===== src/design/csds_pkg.sv =====
// Types, constants and codes shared by the divider search core modules.
package csds_pkg;

   localparam int SOURCE_COUNT      = 4;
   localparam int MAX_EXPONENT_BITS = 2;
   localparam int MAX_LINEAR_BITS   = 4;

   localparam int RATE_W = 32;
   localparam int SEL_W  = 2;
   localparam int EXP_W  = MAX_EXPONENT_BITS;
   localparam int LIN_W  = MAX_LINEAR_BITS;
   localparam int DIV_W  = MAX_LINEAR_BITS + 1;

   localparam int DIV_BITS_PER_CYCLE = 8;
   localparam int DIV_CYCLES         = RATE_W / DIV_BITS_PER_CYCLE;
   localparam int DIV_CNT_W          = $clog2(DIV_CYCLES);

   localparam int CSR_INDEX_W = 3;

   localparam int SELECT_FIELD_LSB   = 24;
   localparam int EXPONENT_FIELD_LSB = 8;

   localparam logic [RATE_W-1:0] DEFAULT_SOURCE_RATE = 32'd24000000;
   localparam logic [3:0]        DEFAULT_VALID_MASK  = 4'd1;
   localparam logic [1:0]        DEFAULT_SEL_WIDTH   = 2'd2;
   localparam logic [1:0]        DEFAULT_EXP_WIDTH   = 2'd2;
   localparam logic [2:0]        DEFAULT_LIN_WIDTH   = 3'd4;

   typedef enum logic [CSR_INDEX_W-1:0] {
      CSR_SOURCE_RATE_ZERO  = 3'd0,
      CSR_SOURCE_RATE_ONE   = 3'd1,
      CSR_SOURCE_RATE_TWO   = 3'd2,
      CSR_SOURCE_RATE_THREE = 3'd3,
      CSR_SELECT_VALID_MASK = 3'd4,
      CSR_SELECT_WIDTH      = 3'd5,
      CSR_EXPONENT_WIDTH    = 3'd6,
      CSR_LINEAR_WIDTH      = 3'd7
   } csr_index_type;

   typedef enum logic [1:0] {
      STATUS_FOUND      = 2'd0,
      STATUS_BAD_CONFIG = 2'd1,
      STATUS_NO_RATE    = 2'd2
   } status_type;

   // controller to datapath
   typedef struct packed {
      logic             init;
      logic             load;
      logic             step;
      logic             compare;
      logic             finish;
      logic [SEL_W-1:0] sel;
      logic [EXP_W-1:0] n;
      logic [LIN_W-1:0] m;
   } cmd_type;

   // datapath to controller
   typedef struct packed {
      logic             cfg_bad;
      logic             src_ok;
      logic [SEL_W-1:0] sel_max;
      logic [EXP_W-1:0] n_max;
      logic [LIN_W-1:0] m_max;
   } stat_type;

endpackage


===== src/design/clock_source_divider_search_core.sv =====
// Top level of the clock source and divider search core.
//
// Usage: configure the eight registers through csr_write_enable, csr_index and
// csr_write_data (one write per clock, no wait). Raise start with
// req_target_rate while busy is low; the transaction is taken at that edge.
// The core tries each allowed source, exponent and linear field in ascending
// order and keeps the first candidate with the smallest error.
// Each candidate passes through a load, four radix-256 division steps of
// the small-divisor divider, and a compare. One transaction is in flight at a
// time; busy is high until the result strobe cycle.
// rsp_valid is high for exactly one cycle, and the result stays on the rsp_ ports
// until the next transaction finishes; the receiver cannot stall it.
// Reset (synchronous) returns the controller to idle, drops rsp_valid and
// loads the register defaults.
module clock_source_divider_search_core (
   input  logic                             clock,
   input  logic                             reset,
   input  logic                             start,
   output logic                             busy,
   input  logic [csds_pkg::RATE_W-1:0]      req_target_rate,
   output logic                             rsp_valid,
   output logic [1:0]                       rsp_status,
   output logic [1:0]                       rsp_best_source,
   output logic [1:0]                       rsp_best_exponent,
   output logic [3:0]                       rsp_best_linear,
   output logic [csds_pkg::RATE_W-1:0]      rsp_achieved_rate,
   output logic [csds_pkg::RATE_W-1:0]      rsp_field_value,
   output logic [csds_pkg::RATE_W-1:0]      rsp_field_mask,
   input  logic                             csr_write_enable,
   input  logic [csds_pkg::CSR_INDEX_W-1:0] csr_index,
   input  logic [csds_pkg::RATE_W-1:0]      csr_write_data
);

   csds_pkg::cmd_type  cmd;
   csds_pkg::stat_type stat;

   csds_controller u_controller (
      .clock (clock),
      .reset (reset),
      .start (start),
      .busy  (busy),
      .stat  (stat),
      .cmd   (cmd)
   );

   csds_datapath u_datapath (
      .clock             (clock),
      .reset             (reset),
      .csr_write_enable  (csr_write_enable),
      .csr_index         (csr_index),
      .csr_write_data    (csr_write_data),
      .req_target_rate   (req_target_rate),
      .cmd               (cmd),
      .stat              (stat),
      .rsp_valid         (rsp_valid),
      .rsp_status        (rsp_status),
      .rsp_best_source   (rsp_best_source),
      .rsp_best_exponent (rsp_best_exponent),
      .rsp_best_linear   (rsp_best_linear),
      .rsp_achieved_rate (rsp_achieved_rate),
      .rsp_field_value   (rsp_field_value),
      .rsp_field_mask    (rsp_field_mask)
   );

endmodule


===== src/design/csds_datapath.sv =====
// Datapath: configuration registers, radix-256 divider, best-candidate tracking, result register.
module csds_datapath (
   input  logic                           clock,
   input  logic                           reset,
   input  logic                           csr_write_enable,
   input  logic [csds_pkg::CSR_INDEX_W-1:0] csr_index,
   input  logic [csds_pkg::RATE_W-1:0]    csr_write_data,
   input  logic [csds_pkg::RATE_W-1:0]    req_target_rate,
   input  csds_pkg::cmd_type              cmd,
   output csds_pkg::stat_type             stat,
   output logic                           rsp_valid,
   output logic [1:0]                     rsp_status,
   output logic [1:0]                     rsp_best_source,
   output logic [1:0]                     rsp_best_exponent,
   output logic [3:0]                     rsp_best_linear,
   output logic [csds_pkg::RATE_W-1:0]    rsp_achieved_rate,
   output logic [csds_pkg::RATE_W-1:0]    rsp_field_value,
   output logic [csds_pkg::RATE_W-1:0]    rsp_field_mask
);

   // configuration
   logic [csds_pkg::RATE_W-1:0] rate_ff [4];
   logic [3:0]                  mask_ff;
   logic [1:0]                  sel_width_ff;
   logic [1:0]                  exp_width_ff;
   logic [2:0]                  lin_width_ff;

   // saturated widths and field maxima
   logic [1:0]                  sw;
   logic [1:0]                  ew;
   logic [2:0]                  lw;
   logic [csds_pkg::SEL_W-1:0]  sel_max;
   logic [csds_pkg::EXP_W-1:0]  n_max;
   logic [csds_pkg::LIN_W-1:0]  m_max;
   logic [csds_pkg::RATE_W-1:0] source_hz;

   // divider
   logic [csds_pkg::RATE_W-1:0] div_ff;
   logic [csds_pkg::RATE_W-1:0] div_in;
   logic [csds_pkg::DIV_W-1:0]  rem_ff;
   logic [csds_pkg::DIV_W-1:0]  rem_in;
   logic [csds_pkg::DIV_W-1:0]  divisor_ff;
   logic [csds_pkg::DIV_W:0]    trial;

   // search state
   logic [csds_pkg::RATE_W-1:0] target_ff;
   logic [csds_pkg::RATE_W-1:0] delta_ff;
   logic [csds_pkg::RATE_W-1:0] achieved_ff;
   logic [csds_pkg::SEL_W-1:0]  best_sel_ff;
   logic [csds_pkg::EXP_W-1:0]  best_n_ff;
   logic [csds_pkg::LIN_W-1:0]  best_m_ff;
   logic [csds_pkg::RATE_W-1:0] diff;

   // result register
   logic                        rsp_valid_ff;
   csds_pkg::status_type        rsp_status_ff;
   logic [1:0]                  rsp_best_source_ff;
   logic [1:0]                  rsp_best_exponent_ff;
   logic [3:0]                  rsp_best_linear_ff;
   logic [csds_pkg::RATE_W-1:0] rsp_achieved_rate_ff;
   logic [csds_pkg::RATE_W-1:0] rsp_field_value_ff;
   logic [csds_pkg::RATE_W-1:0] rsp_field_mask_ff;

   always_ff @(posedge clock) begin
      if (reset) begin
         rate_ff[0]   <= csds_pkg::DEFAULT_SOURCE_RATE;
         rate_ff[1]   <= '0;
         rate_ff[2]   <= '0;
         rate_ff[3]   <= '0;
         mask_ff      <= csds_pkg::DEFAULT_VALID_MASK;
         sel_width_ff <= csds_pkg::DEFAULT_SEL_WIDTH;
         exp_width_ff <= csds_pkg::DEFAULT_EXP_WIDTH;
         lin_width_ff <= csds_pkg::DEFAULT_LIN_WIDTH;
      end else if (csr_write_enable) begin
         unique case (csds_pkg::csr_index_type'(csr_index))
            csds_pkg::CSR_SOURCE_RATE_ZERO:  rate_ff[0]   <= csr_write_data;
            csds_pkg::CSR_SOURCE_RATE_ONE:   rate_ff[1]   <= csr_write_data;
            csds_pkg::CSR_SOURCE_RATE_TWO:   rate_ff[2]   <= csr_write_data;
            csds_pkg::CSR_SOURCE_RATE_THREE: rate_ff[3]   <= csr_write_data;
            csds_pkg::CSR_SELECT_VALID_MASK: mask_ff      <= csr_write_data[3:0];
            csds_pkg::CSR_SELECT_WIDTH:      sel_width_ff <= csr_write_data[1:0];
            csds_pkg::CSR_EXPONENT_WIDTH:    exp_width_ff <= csr_write_data[1:0];
            csds_pkg::CSR_LINEAR_WIDTH:      lin_width_ff <= csr_write_data[2:0];
         endcase
      end
   end

   always_comb begin
      sw = (sel_width_ff > 2'(csds_pkg::SEL_W)) ? 2'(csds_pkg::SEL_W) : sel_width_ff;
      ew = (exp_width_ff > 2'(csds_pkg::MAX_EXPONENT_BITS)) ?
           2'(csds_pkg::MAX_EXPONENT_BITS) : exp_width_ff;
      lw = (lin_width_ff > 3'(csds_pkg::MAX_LINEAR_BITS)) ?
           3'(csds_pkg::MAX_LINEAR_BITS) : lin_width_ff;
      sel_max = csds_pkg::SEL_W'(((csds_pkg::SEL_W+1)'(1) << sw) - (csds_pkg::SEL_W+1)'(1));
      n_max   = csds_pkg::EXP_W'(((csds_pkg::EXP_W+1)'(1) << ew) - (csds_pkg::EXP_W+1)'(1));
      m_max   = csds_pkg::LIN_W'(((csds_pkg::LIN_W+1)'(1) << lw) - (csds_pkg::LIN_W+1)'(1));
      source_hz = rate_ff[cmd.sel];
   end

   assign stat.cfg_bad = (sw == 2'd0) || (mask_ff == 4'd0) || ((ew == 2'd0) && (lw == 3'd0));
   assign stat.src_ok  = mask_ff[cmd.sel] && (32'(cmd.sel) < 32'(csds_pkg::SOURCE_COUNT))
                         && (source_hz != '0);
   assign stat.sel_max = sel_max;
   assign stat.n_max   = n_max;
   assign stat.m_max   = m_max;

   // restoring division, a byte of quotient per cycle; the divisor is at most
   // 2^LIN_W so the partial remainder stays narrow
   always_comb begin
      rem_in = rem_ff;
      div_in = div_ff;
      trial  = '0;
      for (int i = 0; i < csds_pkg::DIV_BITS_PER_CYCLE; i++) begin
         trial  = {rem_in, div_in[csds_pkg::RATE_W-1]};
         div_in = {div_in[csds_pkg::RATE_W-2:0], 1'b0};
         if (trial >= {1'b0, divisor_ff}) begin
            trial     = trial - {1'b0, divisor_ff};
            div_in[0] = 1'b1;
         end
         rem_in = trial[csds_pkg::DIV_W-1:0];
      end
   end

   always_ff @(posedge clock) begin
      if (cmd.load) begin
         div_ff     <= source_hz >> cmd.n;
         divisor_ff <= csds_pkg::DIV_W'(cmd.m) + csds_pkg::DIV_W'(1);
         rem_ff     <= '0;
      end else if (cmd.step) begin
         div_ff <= div_in;
         rem_ff <= rem_in;
      end
   end

   // after the last step div_ff holds the candidate rate
   assign diff = (div_ff > target_ff) ? (div_ff - target_ff) : (target_ff - div_ff);

   always_ff @(posedge clock) begin
      if (cmd.init) begin
         target_ff   <= req_target_rate;
         delta_ff    <= req_target_rate;
         achieved_ff <= '0;
         best_sel_ff <= '0;
         best_n_ff   <= '0;
         best_m_ff   <= '0;
      end else if (cmd.compare && (diff < delta_ff)) begin
         delta_ff    <= diff;
         achieved_ff <= div_ff;
         best_sel_ff <= cmd.sel;
         best_n_ff   <= cmd.n;
         best_m_ff   <= cmd.m;
      end
   end

   always_ff @(posedge clock) begin
      if (reset) begin
         rsp_valid_ff <= 1'b0;
      end else begin
         rsp_valid_ff <= cmd.finish;
      end
   end

   always_ff @(posedge clock) begin
      if (cmd.finish) begin
         rsp_best_source_ff   <= '0;
         rsp_best_exponent_ff <= '0;
         rsp_best_linear_ff   <= '0;
         rsp_achieved_rate_ff <= '0;
         rsp_field_value_ff   <= '0;
         rsp_field_mask_ff    <= '0;
         priority if (stat.cfg_bad) begin
            rsp_status_ff <= csds_pkg::STATUS_BAD_CONFIG;
         end else if (delta_ff == target_ff) begin
            rsp_status_ff <= csds_pkg::STATUS_NO_RATE;
         end else begin
            rsp_status_ff        <= csds_pkg::STATUS_FOUND;
            rsp_best_source_ff   <= 2'(best_sel_ff);
            rsp_best_exponent_ff <= 2'(best_n_ff);
            rsp_best_linear_ff   <= 4'(best_m_ff);
            rsp_achieved_rate_ff <= achieved_ff;
            rsp_field_value_ff   <= (32'(best_sel_ff) << csds_pkg::SELECT_FIELD_LSB)
                                  | (32'(best_n_ff) << csds_pkg::EXPONENT_FIELD_LSB)
                                  | 32'(best_m_ff);
            rsp_field_mask_ff    <= (32'(sel_max) << csds_pkg::SELECT_FIELD_LSB)
                                  | (32'(n_max) << csds_pkg::EXPONENT_FIELD_LSB)
                                  | 32'(m_max);
         end
      end
   end

   assign rsp_valid         = rsp_valid_ff;
   assign rsp_status        = rsp_status_ff;
   assign rsp_best_source   = rsp_best_source_ff;
   assign rsp_best_exponent = rsp_best_exponent_ff;
   assign rsp_best_linear   = rsp_best_linear_ff;
   assign rsp_achieved_rate = rsp_achieved_rate_ff;
   assign rsp_field_value   = rsp_field_value_ff;
   assign rsp_field_mask    = rsp_field_mask_ff;

endmodule


===== src/design/csds_controller.sv =====
// Controller: walks source, exponent and linear field, sequencing the datapath.
module csds_controller (
   input  logic               clock,
   input  logic               reset,
   input  logic               start,
   output logic               busy,
   input  csds_pkg::stat_type stat,
   output csds_pkg::cmd_type  cmd
);

   typedef enum logic [2:0] {
      ST_IDLE,
      ST_CHECK,
      ST_SOURCE,
      ST_LOAD,
      ST_DIVIDE,
      ST_COMPARE,
      ST_FINISH
   } state_type;

   state_type                      state_ff;
   logic [csds_pkg::SEL_W-1:0]     sel_ff;
   logic [csds_pkg::EXP_W-1:0]     n_ff;
   logic [csds_pkg::LIN_W-1:0]     m_ff;
   logic [csds_pkg::DIV_CNT_W-1:0] step_ff;

   always_ff @(posedge clock) begin
      if (reset) begin
         state_ff <= ST_IDLE;
         sel_ff   <= '0;
         n_ff     <= '0;
         m_ff     <= '0;
         step_ff  <= '0;
      end else begin
         unique case (state_ff)
            ST_IDLE: begin
               if (start) begin
                  state_ff <= ST_CHECK;
                  sel_ff   <= '0;
                  n_ff     <= '0;
                  m_ff     <= '0;
               end
            end
            ST_CHECK: begin
               state_ff <= stat.cfg_bad ? ST_FINISH : ST_SOURCE;
            end
            ST_SOURCE: begin
               priority if (stat.src_ok) begin
                  state_ff <= ST_LOAD;
               end else if (sel_ff < stat.sel_max) begin
                  sel_ff <= sel_ff + 1'b1;
               end else begin
                  state_ff <= ST_FINISH;
               end
            end
            ST_LOAD: begin
               step_ff  <= '0;
               state_ff <= ST_DIVIDE;
            end
            ST_DIVIDE: begin
               if (step_ff == csds_pkg::DIV_CNT_W'(csds_pkg::DIV_CYCLES - 1)) begin
                  state_ff <= ST_COMPARE;
               end else begin
                  step_ff <= step_ff + 1'b1;
               end
            end
            ST_COMPARE: begin
               priority if (m_ff < stat.m_max) begin
                  m_ff     <= m_ff + 1'b1;
                  state_ff <= ST_LOAD;
               end else if (n_ff < stat.n_max) begin
                  n_ff     <= n_ff + 1'b1;
                  m_ff     <= '0;
                  state_ff <= ST_LOAD;
               end else if (sel_ff < stat.sel_max) begin
                  sel_ff   <= sel_ff + 1'b1;
                  n_ff     <= '0;
                  m_ff     <= '0;
                  state_ff <= ST_SOURCE;
               end else begin
                  state_ff <= ST_FINISH;
               end
            end
            ST_FINISH: begin
               state_ff <= ST_IDLE;
            end
            default: begin
               state_ff <= ST_IDLE;
            end
         endcase
      end
   end

   assign busy        = (state_ff != ST_IDLE);
   assign cmd.init    = (state_ff == ST_IDLE) && start;
   assign cmd.load    = (state_ff == ST_LOAD);
   assign cmd.step    = (state_ff == ST_DIVIDE);
   assign cmd.compare = (state_ff == ST_COMPARE);
   assign cmd.finish  = (state_ff == ST_FINISH);
   assign cmd.sel     = sel_ff;
   assign cmd.n       = n_ff;
   assign cmd.m       = m_ff;

endmodule


===== config.mk =====
export PLATFORM = sky130hd
export DESIGN_NAME = clock_source_divider_search_core
export DESIGN_NICKNAME = d
export VERILOG_FILES = /design/src/design/csds_pkg.sv /design/src/design/clock_source_divider_search_core.sv /design/src/design/csds_datapath.sv /design/src/design/csds_controller.sv
export SDC_FILE = /design/constraint.sdc
export NUM_CORES = 1
export LEC_CHECK = 0
export BUFFER_PORTS_ARGS = -buffer_cell sky130_fd_sc_hd__buf_2
export CELL_PAD_IN_SITES_DETAIL_PLACEMENT = 0
export CELL_PAD_IN_SITES_GLOBAL_PLACEMENT = 1
export CORE_UTILIZATION = 52
export DETAILED_ROUTE_END_ITERATION = 10
export PLACE_DENSITY = 0.84
export SETUP_SLACK_MARGIN = 0.4
export SLEW_MARGIN = 20
export SYNTH_ARGS = -nofsm -noshare
export SYNTH_HDL_FRONTEND = slang
export SYNTH_HIERARCHICAL = 1
export SYNTH_SLANG_ARGS = --single-unit

===== constraint.sdc =====
create_clock -name clock -period 42.5 [get_ports clock]
set_input_delay 2.125 -clock clock [delete_from_list [all_inputs] [get_ports clock]]
set_output_delay 2.125 -clock clock [all_outputs]
set_load 0.02 [all_outputs]

==> results of run 1 <==
worst min-delay path, cell delays in order, from the launching register on:
cell and delay, ns:
dfxtp_1 0.32, mux2i_1 0.06, nor2_1 0.07
layer usage:
metal,wire length (um),GRT usage,vias up
li1,-,-,7774
met1,27840,0.3948,7806
met2,26880,0.4325,492
met3,3178,0.03486,86
met4,1445,0.07505,4
met5,20,0,-
area by class of cell:
class,count,area [sq um]
antenna,1,2.502
clock buffer,49,1045
clock inverter,25,364.1
fill,3589,17520
inverter,166,624.3
multi-input combinational,1528,11400
sequential,349,9781
tap,539,674.4
timing repair buffer,149,813.3
worst paths after layout:
check,startpoint,to
max,u_datapath/divisor_ff[1],u_datapath/rem_ff[2]
min,u_datapath/best_m_ff[2],u_datapath/best_m_ff[2]
max reg2reg,u_datapath/divisor_ff[1],u_datapath/rem_ff[2]
min reg2reg,u_datapath/best_m_ff[2],u_datapath/best_m_ff[2]
state kept, by name, summed over array words and instances, names as in the netlist, 4 cells and up:
name                          flops
u_controller/m_ff                 4
u_datapath/delta_ff              32
u_datapath/target_ff             32
u_datapath/rem_ff                 5
u_datapath/rate_ff              128
u_datapath/achieved_ff           32
u_datapath/mask_ff                4
u_datapath/div_ff                32
u_datapath/rsp_achieved_rate     32
u_datapath/divisor_ff             5
u_datapath/rsp_field_mask         8
u_datapath/best_m_ff              4
per-stage QoR:
stage / area, sq um / std cells
after global placement: 23270 / 2730
final: 24700 / 2806
after CTS: 24670 / 2804
after detailed placement: 23270 / 2730
after global routing: 24700 / 2805
after floorplan: 22550 / 2196
cells in the final DEF (no fill, tap or decap), drive strengths merged, types with 67 or more instances in the layout:
cell type    n
ha         142
and2       159
inv        168
dfxtp       70
a21oi      127
xnor2       67
edfxtp     279
nand2      152
o21ai       88
nor2       127
buf        149
mux2i       97
logic make-up after synthesis:
| logic type | after synthesis | share of synthesized area |
|---|---|---|
| AO/OA/AOI/OAI | 433 | 0.1314 |
| XOR/XNOR | 85 | 0.03327 |
| multiplexers | 167 | 0.09540 |
| adder cells (fa/ha/maj) | 152 | 0.08836 |
| buffers and inverters | 319 | 0.06453 |
| AND/OR/NAND/NOR | 643 | 0.1498 |
| flip-flops | 349 | 0.4371 |
| other | 1 | 0.0001676 |
synth_stat cells (8+ instances only):
library cell	instances	area [sq um]
xnor2_1	67	586.8
edfxtp_1	279	8378
buf_1	9	33.78
xor2_1	18	157.7
clkbuf_1	79	296.5
nor3_1	21	105.1
mux2i_1	97	970.9
mux2_2	36	405.4
a31oi_1	12	75.07
nand2b_1	29	181.4
nor2b_1	18	112.6
buf_4	58	435.4
inv_1	161	604.3
ha_1	142	1777
fa_1	10	200.2
a21oi_1	122	610.6
a211oi_1	8	60.06
nor2_1	126	473.0
dfxtp_1	70	1401
o21ai_0	80	400.4
o211ai_1	11	82.58
a211o_1	10	87.58
mux4_2	33	743.2
nor4_1	16	100.1
nand3_1	36	180.2
nand2_1	152	570.6
o21a_1	17	127.6
and3_1	16	100.1
a21o_1	60	450.4
and2_1	159	994.7
o21bai_1	20	150.1
a21boi_0	10	75.07
nand4_1	33	206.5
==> impl_results.md, run 1 <==
* Slowest stage delay, CP at 0.70 ns
* Final #Nets at 2457
* Chip Width at 209.4 um
* TritonRoute pass-1 iters at 5
* Critical path depth in cells at between 60 and 70
* Routability cong. at 0.9608
* Fin crit share at 0.3755
* Post_cts resized at 0
* Setup TNS at 0 ns
* Overflow after GRT at 0
* Hpwl dp at roughly 44 mm
* Yosys warning total at 6
* Most used cell, CP: a21oi_1
* CTS tree: yes
* Hold buffers post-CTS at 0
* Share of layout cells above drive strength 1 at 0.1500
* Tot GR Track Use at 0.2733
* Outcome: finished, final reports clean
* Skew-Pair Late Insertion Delay at 0.60 ns
* Slowest CP cell: edfxtp_1
* Row Count at 75
* Clock skew at approximately 0.04 ns
* Crit path launch type: flip-flop
* Post-Syn Area at 0.02237 sq mm
* Die Area at about 0.044 sq mm
* Io pins at ~180
* Worst-path clk slew at 0.06 ns
* Avg Cell Area, Syn at 10.41 sq um
* Post-DR wirelength/cell at 21.16 um
* Tmin final at between 15 and 20 ns
* Max Fanout on Critical Path at 12
* Hold slack at 0.4866 ns
* Layout Area Growth over Synthesis at 10.42%
* Final core occ at 0.5850
* Sequential share of the synthesized area at 0.4371
* Detailed Route WL at a little under 60 mm
* Clock Tree Buf Depth at 3
* Crit path arrival time at roughly 16 ns
* RSZ-0062 raised after global routing: no
* Initial antenna violation count at 4
* Post-synth EDFFs at 279
* CP top delay family: compound AO/OA/AOI/OAI gates
* Final Max Slew Viols at 0
* Final-report hold violation count at 0
* Place WS at 26.58 ns
* CP Class: flip-flop to flip-flop
* Root Driver: clkbuf_16
* Worst Path Required at 42.99 ns
* Largest net degree at the start of global routing at 46
* CP bufs+invs at 5
* Total CTS buffers at 40
* Share of flip-flops with an asynchronous set or reset at 0
* HP Class: flip-flop to flip-flop
* R2R Setup Slk at about 27 ns
* Max_cap viols at 0
* Setup ws final at 26.54 ns
* Htree depth at 2
* Worst Hold Depth at 2
* Slew @ Worst Pin at 0.9994 ns
* Die height at between 200 and 250 um
* Vias at between 15000 and 20000
* Synth cell types at between 90 and 100
* Max-Slew Margin vs Limit at 0.3337
* # Post-CTS Setup Buffers at 0
* Max Clk Rate at 0.06266 GHz
* DRC Markers at 0
* Vias/cell at 5.760
* Routed Antenna Nets at 0
* Number of synthesized register bits at approximately 350
* Port Buffer Count at 130
* Initial Util at 0.5298
* Clock sink count at between 300 and 400
* Synthesized instance count at 2149
* Primary FF master, synth: edfxtp_1
* FF-to-FF path depth at 69
* Final setup fails at 0
* CP Capture Type: flip-flop
* First-pass GRT wire length at 92.03 mm
* Vias in the first global route at 15710
* Initial DRC count at 1368
* Total core area at 0.04223 sq mm
Power of run 1 is not shown: default switching activity piles up to over one toggle a cycle in this logic, so the estimate is an artifact.
==> run 2: changes to the inputs <==
- CORE_UTILIZATION: 52 -> 49
- PLACE_DENSITY: 0.84 -> 0.8
- clock period: 42.5 -> 14.7 ns (I/O delays scaled with it)
==> impl_results.md, run 2 (same netlist as run 1, synthesis figures left out) <==
* Outcome: finished, final reports clean
* Overflow after GRT at 0
* Final #Nets at ~2500
* Cell area after layout at 0.02493 sq mm
* Top reg by flops: u_datapath/rate_ff
* Vias/cell at 5.632
* Vias in the first global route at 15910
* Setup ws final at between 1 and 1.5 ns
* Most common cell after layout, fill and taps aside: edfxtp_1
* Row Count at 77
* Layout Area Growth over Synthesis at 11.43%
* Hpwl dp at 45.00 mm
* Max-Slew Margin vs Limit at 0.3537
* Initial Util at 0.5016
* Tmin final at 13.49 ns
* CP Capture Type: flip-flop
* Layout fillers at a little under 4000
* DRC Markers at 0
* Skew-Pair Late Insertion Delay at 0.58 ns
* Initial DRC count at between 1000 and 1500
* Crit path arrival time at 13.96 ns
* Crit path launch type: flip-flop
* Worst-path clk slew at 0.06 ns
* Max_cap viols at 0
* Fin cells at 2887
* Root Driver: clkbuf_16
* CP Class: flip-flop to flip-flop
* Most frequent cells in the layout: 279 x edfxtp_1, 161 x inv_1, 159 x and2_1, 151 x nand2_1, 142 x ha_1
* Clock Tree Buf Depth at 3
* Chip Width at 215.7 um
* Slew @ Worst Pin at 0.9694 ns
* Post-DR wirelength/cell at roughly 21 um
* Final setup fails at 0
* Clock sink count at 349
* Seq. cell area at between 0.009 and 0.01 sq mm
* Max Clk Rate at 0.07415 GHz
* Die height at 215.7 um
* Clock skew at about 0.022 ns
* Final core occ at 0.5589
* Tot GR Track Use at 0.2603
* Die Area at 0.04652 sq mm
* Largest net degree at the start of global routing at 51
* Slowest stage delay, CP at approximately 0.45 ns
* Routability cong. at 0.9300
* Fin crit share at 0.9174
* Total CTS buffers at 39
* CP bufs+invs at 9
* CP top delay family: compound AO/OA/AOI/OAI gates
* Placed cells at roughly 2800
* Max FFs per register at 128
* HP Class: primary input to flip-flop
* Place WS at -0.1631 ns
* Placed Area at 0.02341 sq mm
* Final-report hold violation count at 0
* Worst Path Required at 15.18 ns
* First-pass GRT wire length at 92.49 mm
* Io pins at 179
* Detailed Route WL at between 60 and 70 mm
* CTS tree: yes
* Routed Antenna Nets at 0
* Max Fanout on Critical Path at 8
* Vias at 16260
* RSZ-0062 raised after global routing: no
* Multi-input logic area at around 0.011 sq mm
* Initial antenna violation count at 1
* Share of layout cells above drive strength 1 at 0.1670
* TritonRoute pass-1 iters at 7
* Slowest CP cell: fa_1
* Htree depth at 2
* Total core area at 0.04461 sq mm
* Port Buffer Count at 130
* Final Max Slew Viols at 0
[run 2: cell types whose count changed in the layout (fill, tap and decap cells not counted), sizes merged]
cell,previous run,this run
buf,149,179
clkinv,12,8
clkbuf,49,54
bufinv,6,3
[run 2: through the flow]
stage               hold slack [ns]  setup TNS (ns)
floorplan                    0.4515               0
CTS                          0.3186               0
finish                       0.3477               0
global route                 0.3348               0
global placement             0.4655               0
detailed placement           0.4742         -0.3366
[run 2: per-layer routing]
metal  part of all wire  up-vias  global-route usage
met1               0.46     7822              0.3587
met4              0.040        2              0.1170
met3              0.057      117             0.04355
li1                   -     7824                   -
met5            0.00013        -                   0
met2               0.45      495              0.4019
[run 2: final cells by class]
class,count,share of cell area
Antenna cell,1,0.0001004
Clock buffer,54,0.04140
Multi-Input combinational cell,1528,0.4604
Sequential cell,349,0.3923
Inverter,166,0.02504
Timing Repair Buffer,179,0.04165
Tap cell,592,0.02971
Clock inverter,18,0.009435
[run 2: worst reg2reg max path, delay by kind of cell (launching register included)]
kind	cells	cell delay (ns)
mux	1	0.21
fa+ha+maj	9	3.08
flops	1	0.41
buf+inv	9	1.06
compound gates	34	6.39
simple gates	19	2.26
[run 2: worst paths after layout]
path	startpoint	endpoint	slack, ns	depth (start not counted)
hold / removal	req_target_rate[8]	u_datapath/target_ff[8]	0.35	1
hold reg to reg	u_datapath/achieved_ff[30]	u_datapath/achieved_ff[30]	0.48	2
setup reg to reg	u_datapath/div_ff[31]	u_datapath/rem_ff[2]	1.21	72
setup / recovery	u_datapath/div_ff[31]	u_datapath/rem_ff[2]	1.21	72
[run 2: repair_timing]
action	CTS	global route
hold buffers	0	0
setup buffers	4	15
pin swaps	1	12
endpoints found under the setup margin	6	6
resized for setup	6	17
Power of run 2 is left out for the same reason.
==> run 3: changes to the inputs <==
- CAP_MARGIN: default -> 10
- REMOVE_ABC_BUFFERS: default -> 1
==> impl_results.md, run 3 (same netlist as run 1, synthesis figures left out) <==
* Final Max Slew Viols at 0
* Detailed Route WL at between 60 and 70 mm
* Hold slack at between 0.3 and 0.4 ns
* Multi-input logic area at between 0.01 and 0.015 sq mm
* Final setup fails at 0
* Port Buffer Count at between 100 and 150
* Number of diodes at 0
* Hpwl dp at 44.47 mm
* CTS tree: yes
* DRC Markers at 0
* Htree depth at 2
* Share of layout cells above drive strength 1 at 0.1659
* Total core area at 0.04461 sq mm
* Io pins at 179
* Vias at 16370
* Tmin final at 13.51 ns
* Setup TNS at 0 ns
* Worst-path clk slew at 0.06 ns
* Final-report hold violation count at 0
* Root Driver: clkbuf_16
* Worst Path Required at 15.20 ns
* Chip Width at approximately 220 um
* Row Count at 77
* HP Class: primary input to flip-flop
* RSZ-0062 raised after global routing: no
* Largest net degree at the start of global routing at 56
* Crit path arrival time at 14.01 ns
* Cell area after layout at 0.02497 sq mm
* Layout Area Growth over Synthesis at 11.59%
* Max-Slew Margin vs Limit at 0.2198
* Slowest CP cell: edfxtp_1
* Seq. cell area at just under 0.01 sq mm
* Overflow after GRT at 0
* Initial DRC count at about 1300
* Total CTS buffers at 40
* Hold buffers post-CTS at 0
* Slowest stage delay, CP at 0.47 ns
* Die height at 215.7 um
* Layout fillers at 3859
* Max_cap viols at 0
* Clock sink count at 349
* Clock Tree Buf Depth at 3
* Clock skew at 0.02561 ns
* TritonRoute pass-1 iters at 5
* Final #Nets at 2483
* Initial Util at 0.5016
* Max Clk Rate at 0.07402 GHz
* Tot GR Track Use at 0.2580
* First-pass GRT wire length at 91.98 mm
* Initial antenna violation count at 1
* Outcome: finished, final reports clean
* Routed Antenna Nets at 0
* CP Class: flip-flop to flip-flop
* Slew @ Worst Pin at 1.160 ns
* Most frequent cells in the layout: 279 x edfxtp_1, 161 x inv_1, 159 x and2_1, 151 x nand2_1, 142 x ha_1
* Vias/cell at 5.676
* Crit path launch type: flip-flop
* Max Fanout on Critical Path at 6
* Most used cell, CP: ha_1
* CP Capture Type: flip-flop
* Vias in the first global route at 15700
* Max FFs per register at between 100 and 150
* Most common cell after layout, fill and taps aside: edfxtp_1
* Die Area at 0.04652 sq mm
* Post-DR wirelength/cell at around 21 um
* Top reg by flops: u_datapath/rate_ff
* Placed Area at 0.02344 sq mm
* Skew-Pair Late Insertion Delay at roughly 0.6 ns
* Routability cong. at 0.9618
* Fin crit share at 0.9191
[run 3: cell types whose count changed in the layout (fill, tap and decap cells not counted), moves of 2 or more]
cell        change
clkbuf_8        +3
buf_4           -4
clkinv_4        +2
clkinvlp_4      -2
clkinv_1        +4
clkbuf_1        -6
[run 3: critical path: cells and delay by family (launching register included)]
kind / cells / cell delay, ns
AO/OA/AOI/OAI: 32 / 5.95
adder cells (fa/ha/maj): 9 / 2.96
buffers and inverters: 6 / 0.65
flip-flops: 1 / 0.47
multiplexers: 3 / 0.87
AND/OR/NAND/NOR: 19 / 2.51
[run 3: path summary, 6_finish.rpt]
kind / slack [ns] / to / cells past startpoint / start
max reg2reg: 1.19 / u_datapath/rem_ff[2] / 69 / u_datapath/div_ff[31]
max: 1.19 / u_datapath/rem_ff[2] / 69 / u_datapath/div_ff[31]
min: 0.34 / u_datapath/target_ff[1] / 1 / req_target_rate[1]
min reg2reg: 0.48 / u_datapath/achieved_ff[30] / 2 / u_datapath/achieved_ff[30]
[run 3: layer usage]
layer	wire length [um]	GRT usage	up-vias
li1	-	-	7822
met1	26960	0.3572	7956
met2	27610	0.4061	488
met3	3858	0.04440	97
met4	2053	0.09314	2
met5	11	0	-
[run 3: final cells by class]
class / count / share of cell area
clock buffer: 52 / 0.04310
inverter: 166 / 0.02506
tap: 592 / 0.02967
clock inverter: 21 / 0.009622
multi-input combinational: 1528 / 0.4604
timing repair buffer: 175 / 0.04039
sequential: 349 / 0.3918
[run 3: per-stage QoR]
stage,std cells,setup WS (ns),util
finish,2883,1.190,0.5597
global route,2883,0.3282,0.5597
CTS,2873,0.4933,0.5554
detailed placement,2798,0.2566,0.5255
global placement,2798,0.6264,0.5255
floorplan,2043,0.8759,-
[run 3: timing repair]
item / in CTS / in global routing
pin swaps: 0 / 8
setup endpoints to repair: 6 / 6
resized for setup: 2 / 23
buffers inserted: 2 / 9
Power of run 3 is left out for the same reason.
